--- src/rtl/bdmc_pkg.sv ---
// types, codes and reset values shared by the key debounce and mode control block
// no dependencies
`default_nettype none

package bdmc_pkg;

   localparam int unsigned NUM_KEYS = 4;

   // key positions in raw_keys
   localparam int unsigned KEY_STOP  = 0;
   localparam int unsigned KEY_MODE  = 1;
   localparam int unsigned KEY_YAW   = 2;
   localparam int unsigned KEY_PITCH = 3;

   localparam int unsigned CSR_IDX_W  = 2;
   localparam int unsigned CSR_DATA_W = 16;

   typedef enum logic [CSR_IDX_W-1:0] {
      CSR_DEBOUNCE_TIME   = 2'd0,
      CSR_LONG_PRESS_TIME = 2'd1,
      CSR_REPEAT_INTERVAL = 2'd2
   } csr_index_type;

   typedef enum logic [1:0] {
      MODE_INDEPENDENT = 2'd0,
      MODE_SPIN        = 2'd1,
      MODE_FOLLOW      = 2'd2
   } mode_type;

   localparam logic [CSR_DATA_W-1:0] DEBOUNCE_TIME_RESET   = 16'd20;
   localparam logic [CSR_DATA_W-1:0] LONG_PRESS_TIME_RESET = 16'd800;
   localparam logic [CSR_DATA_W-1:0] REPEAT_INTERVAL_RESET = 16'd200;

   typedef struct packed {
      logic [31:0]         now_ms;
      logic [NUM_KEYS-1:0] raw_keys;
   } req_payload_type;

   typedef struct packed {
      logic       run_enable;
      logic [1:0] base_mode;
      logic       yaw_step;
      logic       pitch_step;
      logic       stop_toggle;
   } rsp_payload_type;

endpackage

`default_nettype wire

--- src/rtl/button_debounce_mode_control.sv ---
// Takes one tick (millisecond timestamp and four raw key levels) per transfer and returns one
// result per tick: one tick per clock cycle sustained unless the result side stalls, through
// the input register and the result register with all four keys updated side by side in
// between. Each key is debounced by time, short presses and long-press repeats are detected
// with wrapping 32-bit elapsed times, and the stop latch and drive mode follow the keys.
// Configuration (debounce, long-press and repeat times) must only be written while idle.
// depends on bdmc_pkg
`default_nettype none

module button_debounce_mode_control (
   input  wire                                clock,
   input  wire                                reset,
   input  wire                                req_valid,
   output logic                               req_stall,
   input  wire  bdmc_pkg::req_payload_type    req_payload,
   output logic                               rsp_valid,
   input  wire                                rsp_stall,
   output bdmc_pkg::rsp_payload_type          rsp_payload,
   input  wire                                csr_wr_en,
   input  wire  [bdmc_pkg::CSR_IDX_W-1:0]     csr_index,
   input  wire  [bdmc_pkg::CSR_DATA_W-1:0]    csr_wdata
);
   import bdmc_pkg::*;

   // configuration
   logic [CSR_DATA_W-1:0] debounce_time_ff;
   logic [CSR_DATA_W-1:0] long_press_time_ff;
   logic [CSR_DATA_W-1:0] repeat_interval_ff;

   // input stage
   logic            in_valid_ff;
   req_payload_type in_data_ff;

   // result stage
   logic            out_valid_ff;
   rsp_payload_type out_data_ff;
   rsp_payload_type out_data_in;

   // per-key state
   logic [NUM_KEYS-1:0] key_last_raw_ff,  key_last_raw_in;
   logic [NUM_KEYS-1:0] key_stable_ff,    key_stable_in;
   logic [31:0]         key_change_ff     [NUM_KEYS];
   logic [31:0]         key_change_in     [NUM_KEYS];
   logic [31:0]         key_press_ff      [NUM_KEYS];
   logic [31:0]         key_press_in      [NUM_KEYS];
   logic [31:0]         key_repeat_ff     [NUM_KEYS];
   logic [31:0]         key_repeat_in     [NUM_KEYS];
   logic                stop_latched_ff,  stop_latched_in;
   mode_type            drive_mode_ff,    drive_mode_in;

   logic [NUM_KEYS-1:0] short_ev;
   logic [NUM_KEYS-1:0] repeat_ev;
   logic [NUM_KEYS-1:0] held_long;
   logic                fire;
   logic [31:0]         now;
   logic [31:0]         debounce_ext, long_ext, repeat_ext;

   assign fire      = in_valid_ff && (!out_valid_ff || !rsp_stall);
   assign req_stall = in_valid_ff && !fire;
   assign rsp_valid   = out_valid_ff;
   assign rsp_payload = out_data_ff;

   assign now          = in_data_ff.now_ms;
   assign debounce_ext = {16'd0, debounce_time_ff};
   assign long_ext     = {16'd0, long_press_time_ff};
   assign repeat_ext   = {16'd0, repeat_interval_ff};

   always_comb begin
      logic       raw;
      logic       settled;
      logic       flip;
      logic [31:0] since_press;
      for (int k = 0; k < NUM_KEYS; k++) begin
         raw = in_data_ff.raw_keys[k];
         key_last_raw_in[k] = raw;
         key_change_in[k]   = (raw != key_last_raw_ff[k]) ? now : key_change_ff[k];
         settled = (now - key_change_in[k]) >= debounce_ext;
         flip    = settled && (raw != key_stable_ff[k]);
         key_stable_in[k] = settled ? raw : key_stable_ff[k];
         since_press = now - key_press_ff[k];
         // short event on a stable release before the long-press time
         short_ev[k] = flip && !raw && (since_press < long_ext);
         key_press_in[k]  = (flip && raw) ? now : key_press_ff[k];
         held_long[k] = key_stable_in[k] && ((now - key_press_in[k]) >= long_ext);
         // repeats only once the raw level has settled
         repeat_ev[k] = settled && held_long[k]
                        && ((now - ((flip && raw) ? now : key_repeat_ff[k])) >= repeat_ext);
         key_repeat_in[k] = ((flip && raw) || repeat_ev[k]) ? now : key_repeat_ff[k];
      end
   end

   always_comb begin
      stop_latched_in = short_ev[KEY_STOP] ? !stop_latched_ff : stop_latched_ff;
      drive_mode_in   = drive_mode_ff;
      if (short_ev[KEY_MODE]) begin
         drive_mode_in = (drive_mode_ff == MODE_SPIN) ? MODE_INDEPENDENT : MODE_SPIN;
      end
      // long hold of mode overrides; leaving follow falls back to independent
      if (held_long[KEY_MODE]) begin
         drive_mode_in = MODE_FOLLOW;
      end else if (drive_mode_in == MODE_FOLLOW) begin
         drive_mode_in = MODE_INDEPENDENT;
      end
      out_data_in.run_enable  = !stop_latched_in;
      out_data_in.base_mode   = drive_mode_in;
      out_data_in.yaw_step    = short_ev[KEY_YAW] || repeat_ev[KEY_YAW];
      out_data_in.pitch_step  = short_ev[KEY_PITCH] || repeat_ev[KEY_PITCH];
      out_data_in.stop_toggle = short_ev[KEY_STOP];
   end

   // configuration writes
   always_ff @(posedge clock) begin
      if (reset) begin
         debounce_time_ff   <= DEBOUNCE_TIME_RESET;
         long_press_time_ff <= LONG_PRESS_TIME_RESET;
         repeat_interval_ff <= REPEAT_INTERVAL_RESET;
      end else if (csr_wr_en) begin
         unique case (csr_index)
            CSR_DEBOUNCE_TIME:   debounce_time_ff   <= csr_wdata;
            CSR_LONG_PRESS_TIME: long_press_time_ff <= csr_wdata;
            CSR_REPEAT_INTERVAL: repeat_interval_ff <= csr_wdata;
            default: ;
         endcase
      end
   end

   // handshake control
   always_ff @(posedge clock) begin
      if (reset) begin
         in_valid_ff  <= 1'b0;
         out_valid_ff <= 1'b0;
      end else begin
         if (!req_stall) begin
            in_valid_ff <= req_valid;
         end
         if (fire) begin
            out_valid_ff <= 1'b1;
         end else if (!rsp_stall) begin
            out_valid_ff <= 1'b0;
         end
      end
   end

   // payload registers
   always_ff @(posedge clock) begin
      if (req_valid && !req_stall) begin
         in_data_ff <= req_payload;
      end
      if (fire) begin
         out_data_ff <= out_data_in;
      end
   end

   // key and mode state, updated once per transfer
   always_ff @(posedge clock) begin
      if (reset) begin
         key_last_raw_ff <= '0;
         key_stable_ff   <= '0;
         for (int k = 0; k < NUM_KEYS; k++) begin
            key_change_ff[k] <= '0;
            key_press_ff[k]  <= '0;
            key_repeat_ff[k] <= '0;
         end
         stop_latched_ff <= 1'b1;
         drive_mode_ff   <= MODE_INDEPENDENT;
      end else if (fire) begin
         key_last_raw_ff <= key_last_raw_in;
         key_stable_ff   <= key_stable_in;
         for (int k = 0; k < NUM_KEYS; k++) begin
            key_change_ff[k] <= key_change_in[k];
            key_press_ff[k]  <= key_press_in[k];
            key_repeat_ff[k] <= key_repeat_in[k];
         end
         stop_latched_ff <= stop_latched_in;
         drive_mode_ff   <= drive_mode_in;
      end
   end

   // result loaded this cycle reflects the stop latch it left behind
   a_run_enable_matches: assert property (@(posedge clock) disable iff (reset)
      $past(fire) |-> (rsp_payload.run_enable == !stop_latched_ff))
      else $error("run_enable does not match stop latch");

   // a held result freezes the control state
   a_state_frozen_on_stall: assert property (@(posedge clock) disable iff (reset)
      (rsp_valid && rsp_stall) |=> ($stable(stop_latched_ff) && $stable(drive_mode_ff)))
      else $error("state moved while result stalled");

   // follow-gimbal only while the mode key is stably pressed
   a_follow_needs_key: assert property (@(posedge clock) disable iff (reset)
      (drive_mode_ff == MODE_FOLLOW) |-> key_stable_ff[KEY_MODE])
      else $error("follow mode without mode key held");

   // stall on the request side only when the input and result stages are both full
   a_stall_only_when_full: assert property (@(posedge clock) disable iff (reset)
      req_stall |-> (in_valid_ff && out_valid_ff))
      else $error("request stalled with room available");

endmodule

`default_nettype wire

--- config.mk ---
export PLATFORM = sky130hd
export DESIGN_NAME = button_debounce_mode_control
export DESIGN_NICKNAME = d
export VERILOG_FILES = /design/src/rtl/bdmc_pkg.sv /design/src/rtl/button_debounce_mode_control.sv
export SDC_FILE = /design/constraint.sdc
export NUM_CORES = 2
export LEC_CHECK = 0
export BUFFER_PORTS_ARGS = -buffer_cell sky130_fd_sc_hd__buf_2
export CAP_MARGIN = 25
export CORE_UTILIZATION = 64
export DETAILED_ROUTE_END_ITERATION = 6
export PLACE_DENSITY = 0.84
export SLEW_MARGIN = 20
export SYNTH_ARGS = -nofsm -noshare
export SYNTH_HDL_FRONTEND = slang
export SYNTH_SLANG_ARGS = --single-unit
--- constraint.sdc ---
create_clock -name clock -period 27.7 [get_ports clock]
set_input_delay 1.385 -clock clock [delete_from_list [all_inputs] [get_ports clock]]
set_output_delay 1.385 -clock clock [all_outputs]
set_load 0.01 [all_outputs]
Word level (Yosys, flattened, before mapping)
Memory sizes are Yosys's and may differ from the RTL's. Index checks and enable logic that the tools add are counted.

Add/sub/neg operators: 16. Magnitude comparators: 16. Eq/ne operators: 13. Muxes and demuxes: 44. Bitwise logic cells: 12. Reduce and logical (&&, ||, !) cells: 52.

Operator list (number): two-way mux 32 bit (28); subtractor 32 bit (16); greater-or-equal comparator 32 x 16 -> 1 bit (12); less-than comparator 32 x 16 -> 1 bit (4); logical AND 1 bit (31); two-way mux 1 bit (13); OR 1 bit (12); zero test 1 bit (10); != test 1 bit (8); logical OR 1 bit (7); two-way mux 2 bit (3); AND reduction 2 bit (3); equality test 2 x 1 -> 1 bit, second input constant (2); equality test 2 bit, second input constant (2); zero test 2 bit (1); != test 2 x 1 -> 1 bit, second input constant (1).

Register bits: 103. RAM bits: 384. Bits of input ports: 59. Word-level logic and storage cells: 172. Memories: 3.

Memories: key_change_ff (depth 4, width 32, read ports 4, clocked after Yosys merged registers in 0, wr ports 4, RTL line button_debounce_mode_control.sv:42) `logic [31:0] key_change_ff [NUM_KEYS];`; key_press_ff (depth 4, width 32, read ports 4, clocked after Yosys merged registers in 0, wr ports 4, RTL line button_debounce_mode_control.sv:44) `logic [31:0] key_press_ff [NUM_KEYS];`; key_repeat_ff (depth 4, width 32, read ports 4, clocked after Yosys merged registers in 0, wr ports 4, RTL line button_debounce_mode_control.sv:46) `logic [31:0] key_repeat_ff [NUM_KEYS];`.

Depth between registers and ports, before layout
Word-level depth: 15. Gate-level depth with buffers: 59. Mapped depth without buffers: 57.

Worst setup path after synthesis
No wires, ideal clock.

Path type: register -> register. Start point: reg, netlist name key_last_raw_in[2]. End point: mem key_repeat_ff[2][0], enable pin. Setup time: 548 ps. Data arrival time: 11859 ps. Path slack: 15293 ps. Cell stages (with the launch flop): 56. Clock period less this slack: 12407 ps. Cell sequence: edfxtp_1 -> buf_2 -> xnor2_2 -> clkbuf_1 -> clkbuf_1 -> clkbuf_1 -> o21ai_0 -> ha_1 -> a21oi_2 -> o22ai_1 -> o21a_1 -> or3_1 -> a31oi_1 -> xnor2_1 -> ha_1 -> nand4_1 -> inv_1 -> a2111oi_0 -> [... 20 more ...] -> nor3_1 -> o211ai_1 -> and2_1 -> a221oi_1 -> xnor2_1 -> ha_1 -> and4_1 -> a221oi_1 -> nand2_1 -> a2111oi_0 -> nand3_1 -> a311oi_1 -> o21ai_0 -> a21oi_1 -> nand4_1 -> or4_1 -> o41ai_2 -> a31oi_1.

RTL lines (RTL line): end, declared (button_debounce_mode_control.sv:46).

==> results.txt <==
The clock tree root driver cell is clkbuf_16. The CTS sink count came out at between 400 and 500. The number of enable flip-flop cells after synthesis is ~360. The synthesized netlist occupies a cell area of between 0.04 and 0.05 mm^2. Leaving out fill and tap cells, the most frequent cells in the layout are ha_1, nor2_1, nand2_1. The CTS H-tree depth came out at 2. The clock latency of the later-clocked register in the worst-skew pair is 0.64 ns.

The via count of the first global-routing pass came out at around 39000. The via total after detailed routing came out at 40900. The critical path launch point is key_last_raw_in[3]. The cell count after synthesis is between 5000 and 6000. For this run, the share of the core covered by cells in the final layout is 0.695.

After filler insertion, the fill cell instance count of the layout stands at about 5300. After layout, the minimum clock period comes to between 10 and 15 ns. The post-detailed-route count of antenna-violating nets is 0.

The worst hold slack is approximately 0.46 ns. The area inside the core boundary is approximately 0.068 mm^2. The total clock buffers created by CTS came out at 50. At the end of the flow, the number of nets in the layout was between 5000 and 6000. The initialized floorplan defines 95 standard-cell rows.

In this run the horizontal extent of the chip is 264 um. The class of the most critical hold timing path is reg -> reg. Entering global routing, the biggest net connects 92 pins. The longest individual stage delay on the worst path is between 0.9 and 1 ns. The endpoint required time on the critical path is approximately 28 ns. The critical register-to-register path startpoint is key_last_raw_in[3].

Summed over all failing endpoints, the final setup total negative slack is 0 ns. In the final layout, the share of cells above drive strength 1 is 0.0528. The kind of start point of the critical path is a flip-flop. The effective utilization at floorplan came out at 0.650. The final count of hold timing violations was 0.

The standby leakage power came out at 20.2 nW. At the end of routability-driven placement, the weighted congestion stood at 0.986. The maximum clock frequency came out at 71.8 MHz. The power density of the placed cells is approximately 55 mW/mm^2. At the pin with the least slew margin, the transition time is around 1.1 ns. The total overflow left after global routing is 0. The start point of the worst hold path is repeat_interval_ff[1].

The initial antenna violation count was 2. The area growth from synthesis to layout is 6.91%. The number of gates resized after cts came out at 0. The share of the Yosys chip area taken by registers is 0.276. Setup repair after global routing left no endpoint under its margin. The count of final max-slew check failures is 0. The worst setup slack after placement came out at 14.22 ns. The die covers between 0.06 and 0.07 mm^2. The post-CTS setup repair buffer count is 0.

The most frequent standard cell in the layout excluding fill and tap cells is ha_1. The average size of a mapped cell came out at between 8 and 9 um^2. The number of top-level pins is 67. The worst path buffer plus inverter count is 1. The overall power came out at about 2.6 mW.

The maximum fanout along the worst path is between 50 and 60. The slowest stage of the critical path is the nand2_4 cell. The count of TritonRoute iterations in the first routing pass came out at 7. Once routing completed, OpenROAD measured the worst setup slack at approximately 14 ns.

The floorplan step set the die height to 264 um. The most used flip-flop cell after synthesis is edfxtp_1. The final reports fail on design-rule violations. After synthesis, the share of flip-flops with an asynchronous set or reset is 0. The post-route non-filler standard cell count came out at 6158. The number of DRC violations after detailed routing came out at 3. The run finished, with violations left. The critical path in this run is classified as reg -> reg. Once layout is done, the placed cells without fillers occupy 0.0469 mm^2. The category of the worst setup path capture point is a flip-flop. In this run the cell area measured after placement is 0.0452 mm^2. After clock tree synthesis, the clock-pin slew on the worst setup and hold paths is ~0.06 ns. The wire length of the first global-routing pass came out at around 210000 um. The detailed router finished its first iteration with between 4000 and 5000 violations. The sum of routed wire length over all layers is ~140000 um. The signal arrival time at the worst endpoint came out at ~14 ns.

The highest ir drop seen on vdd came out at around 0.000058 V. The max-capacitance violation count came out at 0. Across the routed clock network, the largest skew measured is roughly 0.027 ns. The worst-case headroom to the max-slew limit came out at 0.232. Dividing the detail-routed wire length by the instance count gives approximately 22 um.

Synthesis instantiated 100 different standard cells from the library. The maximum root-to-sink buffer count is 3. The count of state elements after synthesis came out at 423. The portion of the clock cycle consumed by the worst path in the final layout is 0.503.

The count of yosys warnings during synthesis is 0. The hold buffer count at cts is 0. TritonCTS built the clock tree. The number of port buffers came out at 66. Setup violations remaining at the end of the flow were counted as 0. The estimated wirelength of the detail-placed design is around 97000 um. The aggregate global-route resource usage is 0.385. The synthesized netlist net count came out at 5900. Dividing the detail-routed via count by the number of cells gives around 6.6. Counting tap cells, the placed design contains a total of slightly above 6000 instances. Broken down by cell family, the worst path's largest delay share belongs to compound AO/OA/AOI/OAI gates.
state kept, by name (all words and copies together), names as in the netlist, 6 cells and up:
register / count
debounce_time_ff: 16
key_change_ff: 128
key_press_ff: 128
key_repeat_ff: 64
long_press_time_ff: 16
now: 32
repeat_interval_ff: 16
rsp_payload: 6
worst reg2reg max path, delay by kind of cell, from the launching register on:
family	cells	cell delay (ns)
AOI/OAI and AO/OA	24	5.37
and+or+nand+nor	15	4.17
adders and majority gates	7	2.11
buffers and inverters	1	0.60
DFF	1	0.59
xor gates and xnor gates	3	0.55
muxes	1	0.18
cells in the mapped netlist (15+ instances only):
cell	instances	area, um^2
o22ai_1	30	188
and2_1	30	188
nand2b_1	108	676
o21a_1	58	435
nor2b_1	105	657
xnor2_1	152	1330
nand2_1	453	1700
maj3_1	21	210
buf_1	16	60.1
mux2i_1	245	2450
and3_1	78	488
ha_1	581	7270
edfxtp_1	362	10900
o211ai_1	34	255
o21bai_1	32	240
a21oi_1	440	2200
nand3_1	106	531
or3_1	38	238
nor4_1	29	181
o31a_1	20	175
nor2_1	580	2180
xor2_1	81	709
nor3_1	119	596
a21o_1	141	1060
inv_1	346	1300
a31oi_1	39	244
clkbuf_1	156	586
o31ai_1	15	113
nand4_1	51	319
a211oi_1	51	383
dfxtp_1	61	1220
o2111ai_1	24	210
a2111oi_0	27	236
o21ai_0	292	1460
a21boi_0	44	330
cell type report:
| class | count | area [um^2] | area share |
|---|---|---|---|
| multi-input combinational | 4288 | 29900 | 0.637 |
| sequential | 423 | 12100 | 0.258 |
| clock buffer | 68 | 1430 | 0.0305 |
| inverter | 351 | 1330 | 0.0282 |
| tap | 873 | 1090 | 0.0233 |
| timing repair buffer | 127 | 788 | 0.0168 |
| clock inverter | 26 | 313 | 0.00667 |
| antenna | 2 | 5.00 | 0.000107 |
layer usage:
layer	track usage	vias to the layer above	share of wire	wire length (um)
met5	0	-	0.000095	13
met4	0.243	2	0.073	10000
met3	0.0692	536	0.098	13400
met2	0.624	2027	0.44	60600
met1	0.475	19100	0.39	53400
li1	-	19200	-	-
logic make-up (layout without fill, tap and decap cells):
family          Yosys count  in the layout  synth area share
xor+xnor                235            235            0.0473
flops                   423            423             0.276
simple gates           1785           1785             0.193
mux                     254            254            0.0582
other cells               0              2                 0
buf+inv                 538            572            0.0467
compound gates         1401           1401             0.204
fa+ha+maj               613            613             0.176
path summary, 6_finish.rpt:
check / endpoint / slack, ns / cells past startpoint
setup / recovery: key_repeat_ff[3][9] / 13.77 / 51
hold / removal: repeat_interval_ff[1] / 0.46 / 2
setup reg to reg: key_repeat_ff[3][9] / 13.77 / 51
hold reg to reg: repeat_interval_ff[1] / 0.46 / 2
power by group:
group / leakage (nW) / switching [mW] / internal, mW
clock network: 0.864 / 0.302 / 0.413
logic: 15.0 / 0.669 / 0.436
registers: 4.30 / 0.0213 / 0.735
total: 20.2 / 0.992 / 1.58
Note: power is estimated with default switching activity, not from simulation.
